==> config.mk <==
export PLATFORM = sky130hd
export DESIGN_NAME = range_binning_hysteresis_top_flat
export DESIGN_NICKNAME = d
export VERILOG_FILES = /design/src/rbh_pkg.sv /design/src/rbh_if.sv /design/src/range_binning_hysteresis_top.sv /design/src/rbh_cfg_regs.sv /design/src/rbh_classify.sv /design/src/rbh_hyst_store.sv /design/src/flat_wrapper.sv
export SDC_FILE = /design/constraint.sdc
export NUM_CORES = 1
export LEC_CHECK = 0
export ABC_AREA = 1
export BUFFER_PORTS_ARGS = -buffer_cell sky130_fd_sc_hd__buf_2
export CAP_MARGIN = 20
export CORE_MARGIN = 5
export CORE_UTILIZATION = 25
export CTS_BUF_LIST = sky130_fd_sc_hd__clkbuf_16
export DETAILED_ROUTE_END_ITERATION = 16
export MAX_ROUTING_LAYER = met4
export PLACE_DENSITY = 0.41
export SYNTH_ARGS = -nofsm -noshare
export SYNTH_HDL_FRONTEND = slang
export SYNTH_SLANG_ARGS = --single-unit
==> constraint.sdc <==
create_clock -name clk_i -period 8.5 [get_ports clk_i]
set_input_delay 1.7 -clock clk_i [delete_from_list [all_inputs] [get_ports clk_i]]
set_output_delay 1.7 -clock clk_i [all_outputs]
set_load 0.01 [all_outputs]
==> src/rbh_pkg.sv <==
// Package for the range binning block with hysteresis.
// Holds field widths, register codes and the configuration struct.
// No dependencies.
package rbh_pkg;

  localparam int unsigned ChanW       = 8;
  localparam int unsigned SampleW     = 16;
  localparam int unsigned BinW        = 3;
  localparam int unsigned CntW        = 4;
  localparam int unsigned NumBinSlots = 8;
  localparam int unsigned CfgIdxW     = 3;
  localparam int unsigned CfgDataW    = 64;

  localparam int unsigned ChannelsDefault = 8;
  localparam int unsigned MaxBinsDefault  = 8;

  // Register indexes of the configuration port
  typedef enum logic [CfgIdxW-1:0] {
    RegLowerLo  = 3'd0,
    RegLowerHi  = 3'd1,
    RegUpperLo  = 3'd2,
    RegUpperHi  = 3'd3,
    RegBinCount = 3'd4,
    RegClamp    = 3'd5,
    RegHystEn   = 3'd6,
    RegHystW    = 3'd7
  } cfg_reg_e;

  // Live configuration as seen by the datapath
  typedef struct packed {
    logic [NumBinSlots-1:0][SampleW-1:0] lower;
    logic [NumBinSlots-1:0][SampleW-1:0] upper;
    logic [CntW-1:0]                     bin_count;
    logic                                clamp;
    logic                                hyst_en;
    logic [SampleW-1:0]                  hyst_width;
  } cfg_t;

  // Classifier result handed to the hysteresis stage
  typedef struct packed {
    logic [BinW-1:0] bin;
    logic            invalid;
    logic [CntW-1:0] eff_cnt;
  } cls_t;

endpackage

==> src/rbh_if.sv <==
// Stream interfaces of the range binning block: sample in, bin out.
// Depends on rbh_pkg for field widths.
interface rbh_in_if
  import rbh_pkg::*;
();
  logic               valid;
  logic               ready;
  logic [ChanW-1:0]   channel;
  logic [SampleW-1:0] sample;

  modport source (output valid, output channel, output sample, input ready);
  modport sink   (input valid, input channel, input sample, output ready);
endinterface

interface rbh_out_if
  import rbh_pkg::*;
();
  logic            valid;
  logic            ready;
  logic [BinW-1:0] bin_index;
  logic            invalid;

  modport source (output valid, output bin_index, output invalid, input ready);
  modport sink   (input valid, input bin_index, input invalid, output ready);
endinterface

==> src/range_binning_hysteresis_top.sv <==
// Range binning with per-channel hysteresis. Takes one word per cycle unless the
// result register is full and not being read, and returns one result word per
// input word. An accepted word waits in the input register, where the parallel bin
// compares and the hysteresis check run, and is then offered from the result
// register. The per-channel last-bin store is read when a word is accepted and
// written when it completes, and it forwards a same-channel update to the
// following word. Any configuration write clears the store; write registers only
// while no word is in flight.
module range_binning_hysteresis_top
  import rbh_pkg::*;
#(
  parameter int unsigned Channels = ChannelsDefault,
  parameter int unsigned MaxBins  = MaxBinsDefault
) (
  input  logic                clk_i,
  input  logic                rst_ni,
  input  logic                cfg_we_i,
  input  logic [CfgIdxW-1:0]  cfg_idx_i,
  input  logic [CfgDataW-1:0] cfg_wdata_i,
  rbh_in_if.sink              in_i,
  rbh_out_if.source           out_o
);

  localparam int unsigned IdxW = (Channels > 1) ? $clog2(Channels) : 1;
  localparam logic [ChanW:0] ChanLimit = (ChanW + 1)'(Channels);

  cfg_t cfg;
  cls_t cls;
  logic clr;

  logic               s1_vld_q;
  logic [ChanW-1:0]   s1_ch_q;
  logic [SampleW-1:0] s1_smp_q;
  logic               out_vld_q;
  logic [BinW-1:0]    out_bin_q;
  logic               out_inv_q;

  logic            acc, adv, ch_ok;
  logic [BinW-1:0] res_bin;
  logic            res_inv;

  // handshake: input register moves on when the result register frees up
  assign adv          = s1_vld_q && (!out_vld_q || out_o.ready);
  assign in_i.ready   = !s1_vld_q || adv;
  assign acc          = in_i.valid && in_i.ready;
  assign ch_ok        = {1'b0, s1_ch_q} < ChanLimit;

  rbh_cfg_regs u_cfg (
    .clk_i       (clk_i),
    .rst_ni      (rst_ni),
    .cfg_we_i    (cfg_we_i),
    .cfg_idx_i   (cfg_idx_i),
    .cfg_wdata_i (cfg_wdata_i),
    .cfg_o       (cfg),
    .clr_o       (clr)
  );

  rbh_classify #(.MaxBins(MaxBins)) u_cls (
    .cfg_i    (cfg),
    .sample_i (s1_smp_q),
    .cls_o    (cls)
  );

  rbh_hyst_store #(.Channels(Channels), .IdxW(IdxW)) u_hyst (
    .clk_i     (clk_i),
    .rst_ni    (rst_ni),
    .clr_i     (clr),
    .acc_i     (acc),
    .acc_idx_i (in_i.channel[IdxW-1:0]),
    .adv_i     (adv),
    .ch_ok_i   (ch_ok),
    .idx_i     (s1_ch_q[IdxW-1:0]),
    .sample_i  (s1_smp_q),
    .cfg_i     (cfg),
    .cls_i     (cls),
    .bin_o     (res_bin),
    .invalid_o (res_inv)
  );

  // input register
  always_ff @(posedge clk_i or negedge rst_ni) begin
    if (!rst_ni) begin
      s1_vld_q <= 1'b0;
    end else if (in_i.ready) begin
      s1_vld_q <= in_i.valid;
    end
  end

  always_ff @(posedge clk_i) begin
    if (acc) begin
      s1_ch_q  <= in_i.channel;
      s1_smp_q <= in_i.sample;
    end
  end

  // result register
  always_ff @(posedge clk_i or negedge rst_ni) begin
    if (!rst_ni) begin
      out_vld_q <= 1'b0;
    end else if (!out_vld_q || out_o.ready) begin
      out_vld_q <= s1_vld_q;
    end
  end

  always_ff @(posedge clk_i) begin
    if (adv) begin
      out_bin_q <= res_inv ? '0 : res_bin;
      out_inv_q <= res_inv;
    end
  end

  assign out_o.valid     = out_vld_q;
  assign out_o.bin_index = out_bin_q;
  assign out_o.invalid   = out_inv_q;

  // a stalled input word stays put
  a_s1_hold: assert property (@(posedge clk_i) disable iff (!rst_ni)
    s1_vld_q && !adv |=> s1_vld_q && $stable(s1_ch_q) && $stable(s1_smp_q))
    else $error("input register lost or changed a stalled word");

  // a completed word shows up as a result
  a_adv_out: assert property (@(posedge clk_i) disable iff (!rst_ni)
    adv |=> out_vld_q)
    else $error("completed word did not reach the result register");

  // an invalid result carries bin zero
  a_inv_zero: assert property (@(posedge clk_i) disable iff (!rst_ni)
    out_vld_q && out_inv_q |-> out_bin_q == '0)
    else $error("invalid result with nonzero bin");

  // an empty result register never blocks input
  a_no_block: assert property (@(posedge clk_i) disable iff (!rst_ni)
    !out_vld_q |-> in_i.ready)
    else $error("input stalled while result register is empty");

endmodule

==> src/rbh_cfg_regs.sv <==
// Configuration register file of the range binning block.
// Depends on rbh_pkg; emits a store clear on every write.
module rbh_cfg_regs
  import rbh_pkg::*;
(
  input  logic                clk_i,
  input  logic                rst_ni,
  input  logic                cfg_we_i,
  input  logic [CfgIdxW-1:0]  cfg_idx_i,
  input  logic [CfgDataW-1:0] cfg_wdata_i,
  output cfg_t                cfg_o,
  output logic                clr_o
);

  logic [CfgDataW-1:0] lower_lo_q, lower_hi_q, upper_lo_q, upper_hi_q;
  logic [CntW-1:0]     bin_count_q;
  logic                clamp_q, hyst_en_q;
  logic [SampleW-1:0]  hyst_w_q;

  // register writes
  always_ff @(posedge clk_i or negedge rst_ni) begin
    if (!rst_ni) begin
      lower_lo_q  <= '0;
      lower_hi_q  <= '0;
      upper_lo_q  <= '0;
      upper_hi_q  <= '0;
      bin_count_q <= '0;
      clamp_q     <= 1'b0;
      hyst_en_q   <= 1'b0;
      hyst_w_q    <= '0;
    end else if (cfg_we_i) begin
      unique case (cfg_reg_e'(cfg_idx_i))
        RegLowerLo:  lower_lo_q  <= cfg_wdata_i;
        RegLowerHi:  lower_hi_q  <= cfg_wdata_i;
        RegUpperLo:  upper_lo_q  <= cfg_wdata_i;
        RegUpperHi:  upper_hi_q  <= cfg_wdata_i;
        RegBinCount: bin_count_q <= cfg_wdata_i[CntW-1:0];
        RegClamp:    clamp_q     <= cfg_wdata_i[0];
        RegHystEn:   hyst_en_q   <= cfg_wdata_i[0];
        RegHystW:    hyst_w_q    <= cfg_wdata_i[SampleW-1:0];
        default:     hyst_w_q    <= hyst_w_q;
      endcase
    end
  end

  // every index is a listed register, so every write clears the store
  assign clr_o = cfg_we_i;

  assign cfg_o.lower      = {lower_hi_q, lower_lo_q};
  assign cfg_o.upper      = {upper_hi_q, upper_lo_q};
  assign cfg_o.bin_count  = bin_count_q;
  assign cfg_o.clamp      = clamp_q;
  assign cfg_o.hyst_en    = hyst_en_q;
  assign cfg_o.hyst_width = hyst_w_q;

endmodule

==> src/rbh_classify.sv <==
// Parallel bin compare and first-match select for one sample.
// Depends on rbh_pkg; purely combinational.
module rbh_classify
  import rbh_pkg::*;
#(
  parameter int unsigned MaxBins = MaxBinsDefault
) (
  input  cfg_t               cfg_i,
  input  logic [SampleW-1:0] sample_i,
  output cls_t               cls_o
);

  localparam logic [CntW-1:0] MaxCnt = CntW'(MaxBins);

  logic [CntW-1:0]    eff_cnt;
  logic [MaxBins-1:0] hit;
  logic               any_hit;
  logic [BinW-1:0]    first_bin;
  logic [BinW-1:0]    last_bin;
  logic               below_first;

  // bin count saturates at the bin limit
  assign eff_cnt = (cfg_i.bin_count > MaxCnt) ? MaxCnt : cfg_i.bin_count;

  // one range compare per bin, all in parallel
  always_comb begin
    for (int unsigned i = 0; i < MaxBins; i++) begin
      hit[i] = (CntW'(i) < eff_cnt) &&
               ($signed(sample_i) >= $signed(cfg_i.lower[i])) &&
               ($signed(sample_i) <  $signed(cfg_i.upper[i]));
    end
  end

  // lowest matching bin wins
  always_comb begin
    first_bin = '0;
    for (int i = MaxBins - 1; i >= 0; i--) begin
      if (hit[i]) first_bin = BinW'(i);
    end
  end

  assign any_hit     = |hit;
  assign last_bin    = BinW'(eff_cnt - CntW'(1));
  assign below_first = $signed(sample_i) < $signed(cfg_i.lower[0]);

  // no bins, a match, the clamp fallback, or an invalid result
  always_comb begin
    cls_o.eff_cnt = eff_cnt;
    priority if (eff_cnt == '0) begin
      cls_o.bin     = '0;
      cls_o.invalid = !cfg_i.clamp;
    end else if (any_hit) begin
      cls_o.bin     = first_bin;
      cls_o.invalid = 1'b0;
    end else if (cfg_i.clamp) begin
      cls_o.bin     = below_first ? '0 : last_bin;
      cls_o.invalid = 1'b0;
    end else begin
      cls_o.bin     = '0;
      cls_o.invalid = 1'b1;
    end
  end

endmodule

==> src/rbh_hyst_store.sv <==
// Per-channel last-bin store and the hysteresis hold decision.
// Depends on rbh_pkg; bin memory is read at accept time with write forwarding.
module rbh_hyst_store
  import rbh_pkg::*;
#(
  parameter int unsigned Channels = ChannelsDefault,
  parameter int unsigned IdxW     = (Channels > 1) ? $clog2(Channels) : 1
) (
  input  logic               clk_i,
  input  logic               rst_ni,
  input  logic               clr_i,       // config write: forget all channels
  input  logic               acc_i,       // word enters the input register
  input  logic [IdxW-1:0]    acc_idx_i,   // its channel
  input  logic               adv_i,       // word in the input register completes
  input  logic               ch_ok_i,
  input  logic [IdxW-1:0]    idx_i,
  input  logic [SampleW-1:0] sample_i,
  input  cfg_t               cfg_i,
  input  cls_t               cls_i,
  output logic [BinW-1:0]    bin_o,
  output logic               invalid_o
);

  logic [BinW-1:0]     bin_mem [Channels];
  logic [Channels-1:0] vld_q;
  logic [BinW-1:0]     last_q;

  logic            use_store, wr_en;
  logic            adjacent, near_edge, in_window, hold;
  logic [BinW-1:0] lo_bin;
  logic [CntW-1:0] cur4, last4;
  logic signed [SampleW-1:0] ub;
  logic signed [SampleW+2:0] smp2, win_lo, win_hi;

  // decision on the word in the input register
  assign use_store = ch_ok_i && cfg_i.hyst_en && !cls_i.invalid;
  assign cur4      = {1'b0, cls_i.bin};
  assign last4     = {1'b0, last_q};
  assign adjacent  = (cur4 == last4 + CntW'(1)) || (cur4 + CntW'(1) == last4);
  assign lo_bin    = (cls_i.bin < last_q) ? cls_i.bin : last_q;
  assign near_edge = ({1'b0, lo_bin} + CntW'(1)) < cls_i.eff_cnt;
  assign ub        = $signed(cfg_i.upper[lo_bin]);

  // window in doubled units keeps the half width exact
  assign smp2   = $signed({{2{sample_i[SampleW-1]}}, sample_i, 1'b0});
  assign win_lo = $signed({{2{ub[SampleW-1]}}, ub, 1'b0}) -
                  $signed({3'b000, cfg_i.hyst_width});
  assign win_hi = $signed({{2{ub[SampleW-1]}}, ub, 1'b0}) +
                  $signed({3'b000, cfg_i.hyst_width});
  assign in_window = (smp2 >= win_lo) && (smp2 <= win_hi);

  assign hold = use_store && vld_q[idx_i] && (last_q != cls_i.bin) && adjacent &&
                (cfg_i.hyst_width != '0) && near_edge && in_window;

  // store is written when hysteresis is on and a valid result is not held
  assign wr_en = adv_i && use_store && !hold;

  assign bin_o     = hold ? last_q : cls_i.bin;
  assign invalid_o = !ch_ok_i || cls_i.invalid;

  // valid bits
  always_ff @(posedge clk_i or negedge rst_ni) begin
    if (!rst_ni) begin
      vld_q <= '0;
    end else if (clr_i) begin
      vld_q <= '0;
    end else if (wr_en) begin
      vld_q[idx_i] <= 1'b1;
    end
  end

  // bin memory
  always_ff @(posedge clk_i) begin
    if (wr_en) begin
      bin_mem[idx_i] <= bin_o;
    end
  end

  // registered read, forwarding a write to the same channel in this cycle
  always_ff @(posedge clk_i) begin
    if (acc_i) begin
      last_q <= (wr_en && (idx_i == acc_idx_i)) ? bin_o : bin_mem[acc_idx_i];
    end
  end

endmodule
==> src/flat_wrapper.sv <==
// flat-port wrapper written by rule: the top's interface ports become plain ports
module range_binning_hysteresis_top_flat import rbh_pkg::*;
#(
  parameter int unsigned Channels = ChannelsDefault,
  parameter int unsigned MaxBins  = MaxBinsDefault
)
  (clk_i, rst_ni, cfg_we_i, cfg_idx_i, cfg_wdata_i, in_i_valid, in_i_channel, in_i_sample, in_i_ready, out_o_valid, out_o_bin_index, out_o_invalid, out_o_ready);
  rbh_in_if in_i_i ();
  rbh_out_if out_o_i ();
  input  logic clk_i;
  input  logic rst_ni;
  input  logic cfg_we_i;
  input  logic [CfgIdxW-1:0] cfg_idx_i;
  input  logic [CfgDataW-1:0] cfg_wdata_i;
  input wire logic [$bits(in_i_i.valid)-1:0] in_i_valid;
  input wire logic [$bits(in_i_i.channel)-1:0] in_i_channel;
  input wire logic [$bits(in_i_i.sample)-1:0] in_i_sample;
  output wire logic [$bits(in_i_i.ready)-1:0] in_i_ready;
  output wire logic [$bits(out_o_i.valid)-1:0] out_o_valid;
  output wire logic [$bits(out_o_i.bin_index)-1:0] out_o_bin_index;
  output wire logic [$bits(out_o_i.invalid)-1:0] out_o_invalid;
  input wire logic [$bits(out_o_i.ready)-1:0] out_o_ready;
  assign in_i_i.valid = in_i_valid;
  assign in_i_i.channel = in_i_channel;
  assign in_i_i.sample = in_i_sample;
  assign in_i_ready = in_i_i.ready;
  assign out_o_valid = out_o_i.valid;
  assign out_o_bin_index = out_o_i.bin_index;
  assign out_o_invalid = out_o_i.invalid;
  assign out_o_i.ready = out_o_ready;
  range_binning_hysteresis_top #(.Channels(Channels), .MaxBins(MaxBins)) u_core (.clk_i(clk_i), .rst_ni(rst_ni), .cfg_we_i(cfg_we_i), .cfg_idx_i(cfg_idx_i), .cfg_wdata_i(cfg_wdata_i), .in_i(in_i_i), .out_o(out_o_i));
endmodule
Word-level counts from Yosys, hierarchy flattened
Memories as Yosys holds them, arrays and structs flattened. A register that Yosys moved wholly into a read port is not among the register bits.
Cells that the tools add are included.

storage, ports and cells
  output and inout port bits = 6
  RAM bits = 24
  bits in registers = 316
  logic and storage cells = 145
  input bits = 96
  memories = 1

memory list
  memory                 depth  bits a word  read ports  clocked after Yosys merged registers in  write ports  line                  text
  u_core.u_hyst.bin_mem  8      3            1           1                                        1            rbh_hyst_store.sv:24  logic [BinW-1:0] bin_mem [Channels];

cells by class
  bitwise operators = 1
  mux-type cells = 25
  reduce and logical (&&, ||, !) cells = 53
  add/sub/neg operators = 6
  equal/unequal tests = 10
  $lt $le $gt $ge = 34

operator list
  cell                                                         number
  less-than comparator 16 bit                                  9
  greater-or-equal comparator 16 bit                           8
  binary-select mux 16 bit (select 3 bit)                      1
  2-to-1 mux 3 bit                                             11
  logical AND 1 bit                                            30
  adder 17 x 17 -> 18 bit                                      1
  greater-or-equal comparator 17 x 18 -> 1 bit                 1
  <= comparator 17 x 18 -> 1 bit                               1
  subtractor 17 x 17 -> 18 bit                                 1
  less-than comparator 3 x 4 -> 1 bit (first input constant)   4
  2-to-1 mux 16 bit                                            1
  2-to-1 mux 4 bit                                             4
  2-to-1 mux 8 bit                                             2
  AND reduction 2 bit                                          8
  nonzero test 16 bit                                          1
  adder 3 x 1 -> 4 bit (second input constant)                 3
  equality test 3 bit (second input constant)                  4
  less-than comparator 1 x 4 -> 1 bit (first input constant)   2
  less-than comparator 2 x 4 -> 1 bit (first input constant)   2
  less-than comparator 3 x 4 -> 1 bit (second input constant)  2
  less-than comparator 8 x 4 -> 1 bit (second input constant)  1
  OR 8 bit                                                     1
  OR reduction 8 bit                                           1
  equality test 3 x 2 -> 1 bit (second input constant)         2
  other kinds (17)                                             28

Longest topological paths before layout
  depth after elaboration = 27
  gate-level depth with buffers = 67
  gate-level depth less buffers = 66

Cells and area by module
From an unflattened synthesis, not the netlist that was laid out.

unflattened totals
  cells, all modules = 3302
  area total of the unflattened synthesis = 24360.9 µm²

modules (own cells, without submodules)
  module                        sequential area each (µm²)  area an instance (µm²)  instances  cells each
  rbh_cfg_regs                  6956.7                      10802.9                 1          1213
  rbh_classify                  0.0                         6955.4                  1          1127
  rbh_hyst_store                1011.0                      5629.1                  1          912
  range_binning_hysteresis_top  890.9                       973.4                   1          50

Worst setup path before layout
OpenSTA, ideal clock, no wires.

  path type = reg-to-reg
  from = register u_core.s1_smp_q[15]
  to = memory u_core.u_hyst.bin_mem[1][0], enable pin
  path buffers = 2
  path slack = 942 ps
  data required time = 8181 ps
  setup time = 319 ps
  cell stages (with the launch flop) = 53
  arrival = 7239 ps
  period minus slack after synthesis = 7558 ps
  path through = edfxtp_1 ha_1 nand2_1 nor4_2 nand2_1 nand3b_1 nand3_1 nand2_1 nand2_2 nor2_4 o21ai_1 nand2_1 inv_2 ha_1 inv_1 nor2_2 nor2_4 nand2_4 [... 17 more ...] nand2_1 nand2_1 a21oi_1 nor2_1 nor2_1 nand2_1 ha_1 nand2_1 inv_1 nand3_1 o211ai_1 xor2_1 o2111ai_1 a21oi_4 nand2_4 nand2_8 buf_8 nor2_1

between the ends
  word-level cells in the longest chain between the ends = 25
  elaborated cells between the ends (all ways) = 75
  those cells by class = add/sub: 4; order compare: 21; eq/ne: 3; mux: 17; reduce/logical: 30

ends and longest elaborated chain
  item                                                                                            line                                        text
  from (decl)                                                                                     range_binning_hysteresis_top.sv:33          logic [SampleW-1:0] s1_smp_q;
  from (signal assigned)                                                                          range_binning_hysteresis_top.sv:92          s1_smp_q <= in_i.sample;
  greater-or-equal comparator 16 bit                                                              rbh_classify.sv:29                          ($signed(sample_i) >= $signed(cfg_i.lower[i])) &&
  logical AND 1 bit                                                                               rbh_classify.sv:28                          hit[i] = (CntW'(i) < eff_cnt) &&
  logical AND 1 bit                                                                               rbh_classify.sv:29
  2-to-1 mux 3 bit (8 in series)                                                                  rbh_classify.sv:38                          if (hit[i]) first_bin = BinW'(i);
  2-to-1 mux 4 bit                                                                                rbh_classify.sv:52                          end else if (any_hit) begin
  2-to-1 mux 4 bit                                                                                rbh_classify.sv:49                          priority if (eff_cnt == '0) begin
  less-than comparator 3 bit                                                                      rbh_hyst_store.sv:40                        assign lo_bin = (cls_i.bin < last_q) ? cls_i.bin : last_q;
  2-to-1 mux 3 bit                                                                                rbh_hyst_store.sv:40
  [... 2 more ...]                                                                                n/a
  subtractor 17 x 17 -> 18 bit or adder 17 x 17 -> 18 bit (tied branches)                         rbh_hyst_store.sv:46, rbh_hyst_store.sv:48
  greater-or-equal comparator 17 x 18 -> 1 bit or <= comparator 17 x 18 -> 1 bit (tied branches)  rbh_hyst_store.sv:50                        assign in_window = (smp2 >= win_lo) && (smp2 <= win_hi);
  logical AND 1 bit                                                                               rbh_hyst_store.sv:50
  logical AND 1 bit                                                                               rbh_hyst_store.sv:53                        (cfg_i.hyst_width != '0) && near_edge && in_window;
  logical NOT 1 bit                                                                               rbh_hyst_store.sv:56                        assign wr_en = adv_i && use_store && !hold;
  logical AND 1 bit *                                                                             rbh_hyst_store.sv:56
  2-to-1 mux 1 bit *                                                                              rbh_hyst_store.sv:74                        if (wr_en) begin
  2-to-1 mux 1 bit (not written as such) *                                                        rbh_hyst_store.sv:75                        bin_mem[idx_i] <= bin_o;
  to (decl)                                                                                       rbh_hyst_store.sv:24

Every way passes the cells marked *; elsewhere a longest branch is shown, timed or not. The select of a mux whose other input is x is not followed.

Worst setup path in the final report
  from = register u_core.s1_smp_q[8]
  to = memory u_core.u_hyst.bin_mem[1][1] (data pin)

between the ends
  word-level cells in the longest chain between the ends = 22
  elaborated cells between the ends (all ways) = 71
  those cells by class = add/sub: 4; order compare: 21; eq/ne: 3; mux: 16; reduce/logical: 27

ends and longest elaborated chain
  item                                                                                            line                                        text
  greater-or-equal comparator 16 bit                                                              rbh_classify.sv:29
  logical AND 1 bit                                                                               rbh_classify.sv:28
  logical AND 1 bit                                                                               rbh_classify.sv:29
  2-to-1 mux 3 bit (8 in series)                                                                  rbh_classify.sv:38
  2-to-1 mux 4 bit                                                                                rbh_classify.sv:52
  2-to-1 mux 4 bit                                                                                rbh_classify.sv:49
  less-than comparator 3 bit                                                                      rbh_hyst_store.sv:40
  2-to-1 mux 3 bit                                                                                rbh_hyst_store.sv:40
  binary-select mux 16 bit (select 3 bit)                                                         rbh_hyst_store.sv:42                        assign ub = $signed(cfg_i.upper[lo_bin]);
  2-to-1 mux 16 bit (not written as such)                                                         rbh_hyst_store.sv:42
  subtractor 17 x 17 -> 18 bit or adder 17 x 17 -> 18 bit (tied branches)                         rbh_hyst_store.sv:46, rbh_hyst_store.sv:48
  greater-or-equal comparator 17 x 18 -> 1 bit or <= comparator 17 x 18 -> 1 bit (tied branches)  rbh_hyst_store.sv:50
  logical AND 1 bit                                                                               rbh_hyst_store.sv:50
  logical AND 1 bit                                                                               rbh_hyst_store.sv:53
  2-to-1 mux 3 bit *                                                                              rbh_hyst_store.sv:58                        assign bin_o = hold ? last_q : cls_i.bin;
  via u_core.res_bin[1]                                                                           range_binning_hysteresis_top.sv:39          logic [BinW-1:0] res_bin;

Mark *: on every way through the listed nets, which the timed path passes. The rest lies on a longest branch. The select of a mux whose other input is x is not followed.

==> reports/results.env <==
DP.FINAL_HPWL_MM=66.5
CLOCK.FMAX_MHz=122
SETUP.WORST_PATH.END_CLASS='flip-flop'
SW_FRAC_OF_TOTAL_PCT=45.6
ROUTED_WIRELENGTH_MM=90.0
CLK_PATH_BUF_DEPTH=3
YOSYSUNIQUECELLTYPES=53
LARGEST_AREA_CONTRIBUTOR_IN_THE_NETLIST='dfrtp_1'
LARGEST_NET_DEGREE_AT_THE_START_OF_GLOBAL_ROUTING=91
HOLD_VIOL_FINAL=0
FINAL_NET_COUNT=3692
SLEW_OF_THE_PIN_WITH_THE_LOWEST_SLEW_MARGIN_NS=0.898
MOSTFREQUENTLAYOUTCELLS='nand2_1 (660), inv_1 (491), o21ai_0 (346)'
SYNTH_NETS=3370
SYNTH_EDF_COUNT=55
CP_SLOWEST_CELL='edfxtp_1'
GR-USAGE-ALL-LAYERS_PCT=17.6
FP.DIEAREA_MM2=0.0993
DRIVE_ABOVE_1_SHARE_PCT=20.4
ROUTE.VIAS.TOTAL=20600
WORST-R2R-CELL-COUNT=58
CRITICAL_PATH.MAX_STAGE_DELAY_NS=0.41
AVGSYNTHCELLAREA_UM2=7.89
LAYOUTNONFILLERINSTCOUNT=4550
NUMBER_OF_ANTENNA_VIOLATIONS_AT_THE_FIRST_CHECK_IN_GLOBAL_ROUTING=8
CLOCK_TREE.HTREE_LEVEL_COUNT=2
SEQ_POWER_SHARE_PCT=17.4
SYNTH.YOSYS.WARNINGS=0
INSERTION_DELAY_NS=0.59
REPORT.FINAL.SETUP_VIOL=0
WHS_NS=0.481
HOLDPATHSTAGES=2
SYNTH_SEQ_AREA_SHARE_PCT=38.1
IO_BUFFERS=101
ROUTE.ANTENNA.REMAINING_NETS=0
CELL_PWR_DENSITY_mW_PER_MM2=412
CLOCK-ROOT-BUFFER='clkbuf_16'
WORST_PATH_BUFS_INVS=9
WORSTSETUPPATHDEPTH=58
GLOBAL_ROUTE_WIRE_LENGTH_BEFORE_REPAIR_MM=128
MIN_PATH_TYPE='reg -> reg'
START_KIND='flip-flop'
SYNTH_AREA_LEADERS='dfrtp_1 (31%), ha_1 (17%), nand2_1 (12%)'
MOST_FREQUENT_CP_CELL='nand2_1'
DETAILEDROUTE.FIRSTPASSITERATIONCOUNT=5
FLOORPLAN.INITIALDENSITY_PCT=25.3
DRC=0
SYNTH_CELLS=2949
FILLERINSTANCES=9794
RSZ0062_AT_GRT='true'
CRIT-REG2REG-LAUNCH='u_core.s1_smp_q[8]'
YS.FLOP_TYPE='dfrtp_1'
ROUTED_VIA_DENSITY=4.52
POST-ROUTE-PERIOD-UTIL_PCT=96.4
DRT_ITER0_DRC=1360
SUM_OF_NEGATIVE_SETUP_SLACK_NS=0
INTPOWER_uW=6780
TRITONCTS.NUM_BUFFERS=46
YOSYS_REGISTER_BITS=343
DIE-HEIGHT_UM=315
POWER_FRAC_CLOCK_PCT=15.5
CTS.CLK_SLEW.WORST_PATHS_NS=0.05
CRIT_REQUIRED_NS=8.84
DESIGN_AREA_MM2=0.0303
FINALWORSTPATHREQUIREDPERIOD_NS=8.20
IR_WORST_VDD_uV=249
HOLD_START='u_core.u_cfg.upper_hi_q[24]'
POST_DRT_WL_PER_CELL_UM=19.8
WORST-PATH-MAX-FANOUT=8
ORIGIN_OF_THE_WORST_SETUP_PATH='u_core.s1_smp_q[8]'
CRITPATHTOPFAMILY='simple AND/OR/NAND/NOR gates'
DIE_WIDTH_UM=315
WORST_SETUP_PATH_CLASS='reg -> reg'
PLACEDCELLCOUNT=4416
FINAL_REPORT_MAX_SLEW_VIOLATION_COUNT=0
STATUS='finished, final reports clean'
PLACE_CONGESTION=0.880
STATIC-LEAKAGE-POWER_uW=0.0150
FRACTION_OF_SYNTHESIZED_CELL_AREA_TAKEN_BY_THE_TOP_AREA_CELL_TYPE_PCT=31.0
CORE_REGION_AREA_MM2=0.0921
CTS_TREE='done'
GLOBALROUTE.TOTALOVERFLOW=0
SYNTH.CELL_AREA_MM2=0.0233
STD_CELL_ROWS=111
PLACEMENT.CELL_AREA_MM2=0.0268
NUMCLOCKSINKS=343
POWER.TOTAL_uW=12500
POWER_FRAC_COMB_PCT=67.2
NET_SWITCHING_COMPONENT_OF_THE_POWER_uW=5690
FIN_SKEW_NS=0.0208
CP.ARRIVAL_NS=8.53
IO-PIN-COUNT=102
TIMING.MAX_SLEW.REL_SLACK_PCT=40.1
LAYOUT_COMMONEST_CELL='nand2_1'
SYNTHARSTFLOPSHARE_PCT=84.0
AREA_GROWTH_PCT=30.3
VIA_COUNT_OF_THE_FIRST_GLOBAL_ROUTING_PASS=19800
MAX-CAP-VIOLATIONS=0
final cells by class:
| type | count | area, µm² | share of cell area [%] |
|---|---|---|---|
| clock inverter | 34 | 277 | 0.912 |
| antenna | 3 | 7.51 | 0.0248 |
| sequential | 343 | 8860 | 29.2 |
| timing repair buffer | 359 | 3120 | 10.3 |
| multi-input combinational | 2028 | 13500 | 44.4 |
| tap | 1243 | 1560 | 5.13 |
| inverter | 493 | 1860 | 6.15 |
| clock buffer | 47 | 1180 | 3.88 |
registers in the layout (all words and copies together), names as in the netlist:
signal and count:
u_core.u_cfg.upper_hi_q 64, u_core.u_cfg.hyst_en_q 1, u_core.u_cfg.bin_count_q 4, u_core.u_cfg.clamp_q 1, u_core.u_hyst.vld_q 8, u_core.out_o.bin_index 3, u_core.s1_vld_q 1, u_core.u_cfg.lower_lo_q 64
u_core.s1_smp_q 16, u_core.u_cfg.lower_hi_q 64, u_core.out_o.valid 1, u_core.u_hyst.bin_mem 24, u_core.out_o.invalid 1, u_core.u_hyst.last_q 3, u_core.u_cfg.upper_lo_q 64, u_core.u_cfg.hyst_w_q 16
u_core.s1_ch_q 8
repair_timing:
item | CTS | global route
cloned | 1 | 9
setup endpoints to repair | 62 | 62
hold buffers | 0 | 0
resized for setup | 15 | 297
setup buffers | 0 | 46
pin swaps | 4 | 91
per-layer routing:
layer	global-route usage, %	wire length (µm)
met5	-	0
met4	4.57	2780
met3	2.08	3900
met2	28.3	41600
met1	23.6	41700
through the flow:
step | util [%] | setup slack, ns
floorplan | - | 0.942
global placement | 29.1 | -0.458
detailed placement | 29.1 | -0.537
CTS | 30.8 | 0.00336
global route | 32.9 | -0.232
finish | 32.9 | 0.303
cells in the mapped netlist (27+ instances only):
master / count
nand4_1: 27
ha_1: 322
o21ai_0: 368
nand3_1: 108
inv_1: 487
nand2_1: 714
edfxtp_1: 55
a21oi_1: 204
dfrtp_1: 288
clkbuf_1: 65
xor2_1: 31
nor2_1: 96
worst reg2reg max path, delay by kind of cell (launching register included):
family	cells	cell delay, ns
simple gates	33	3.44
compound gates	12	1.75
fa+ha+maj	4	1.21
buf+inv	9	1.16
flops	1	0.41
cells by family (layout without fill, tap and decap cells):
group           count (synthesis)  in the layout  synth area share (%)
simple gates                 1028           1029                  18.8
compound gates                640            640                  14.6
buf+inv                       579            933                  9.70
flops                         343            343                  38.1
fa+ha+maj                     325            325                  17.6
xor+xnor                       34             34                  1.28
other cells                     0              3                     0
power groups by stage:
stage | Combinational (µW) | Clock [µW] | Sequential, µW
floorplan | 4340 | 0 | 2130
global placement | 7120 | 0 | 2190
detailed placement | 7060 | 0 | 2190
CTS | 7220 | 1990 | 2160
global route | 9300 | 2060 | 2200
finish | 8380 | 1930 | 2170
worst paths after layout:
| kind | endpoint | slack [ns] |
|---|---|---|
| worst max register to register | u_core.u_hyst.bin_mem[1][1] | 0.30 |
| max in group asynchronous | u_core.u_cfg.lower_lo_q[35] | 6.22 |
| worst min-delay path | u_core.u_cfg.upper_hi_q[24] | 0.48 |
| min in group asynchronous | u_core.u_cfg.upper_lo_q[4] | 1.17 |
| worst max-delay path | u_core.u_hyst.bin_mem[1][1] | 0.30 |
| worst min register to register | u_core.u_cfg.upper_hi_q[24] | 0.48 |
Note: power is estimated with default switching activity, not from simulation.
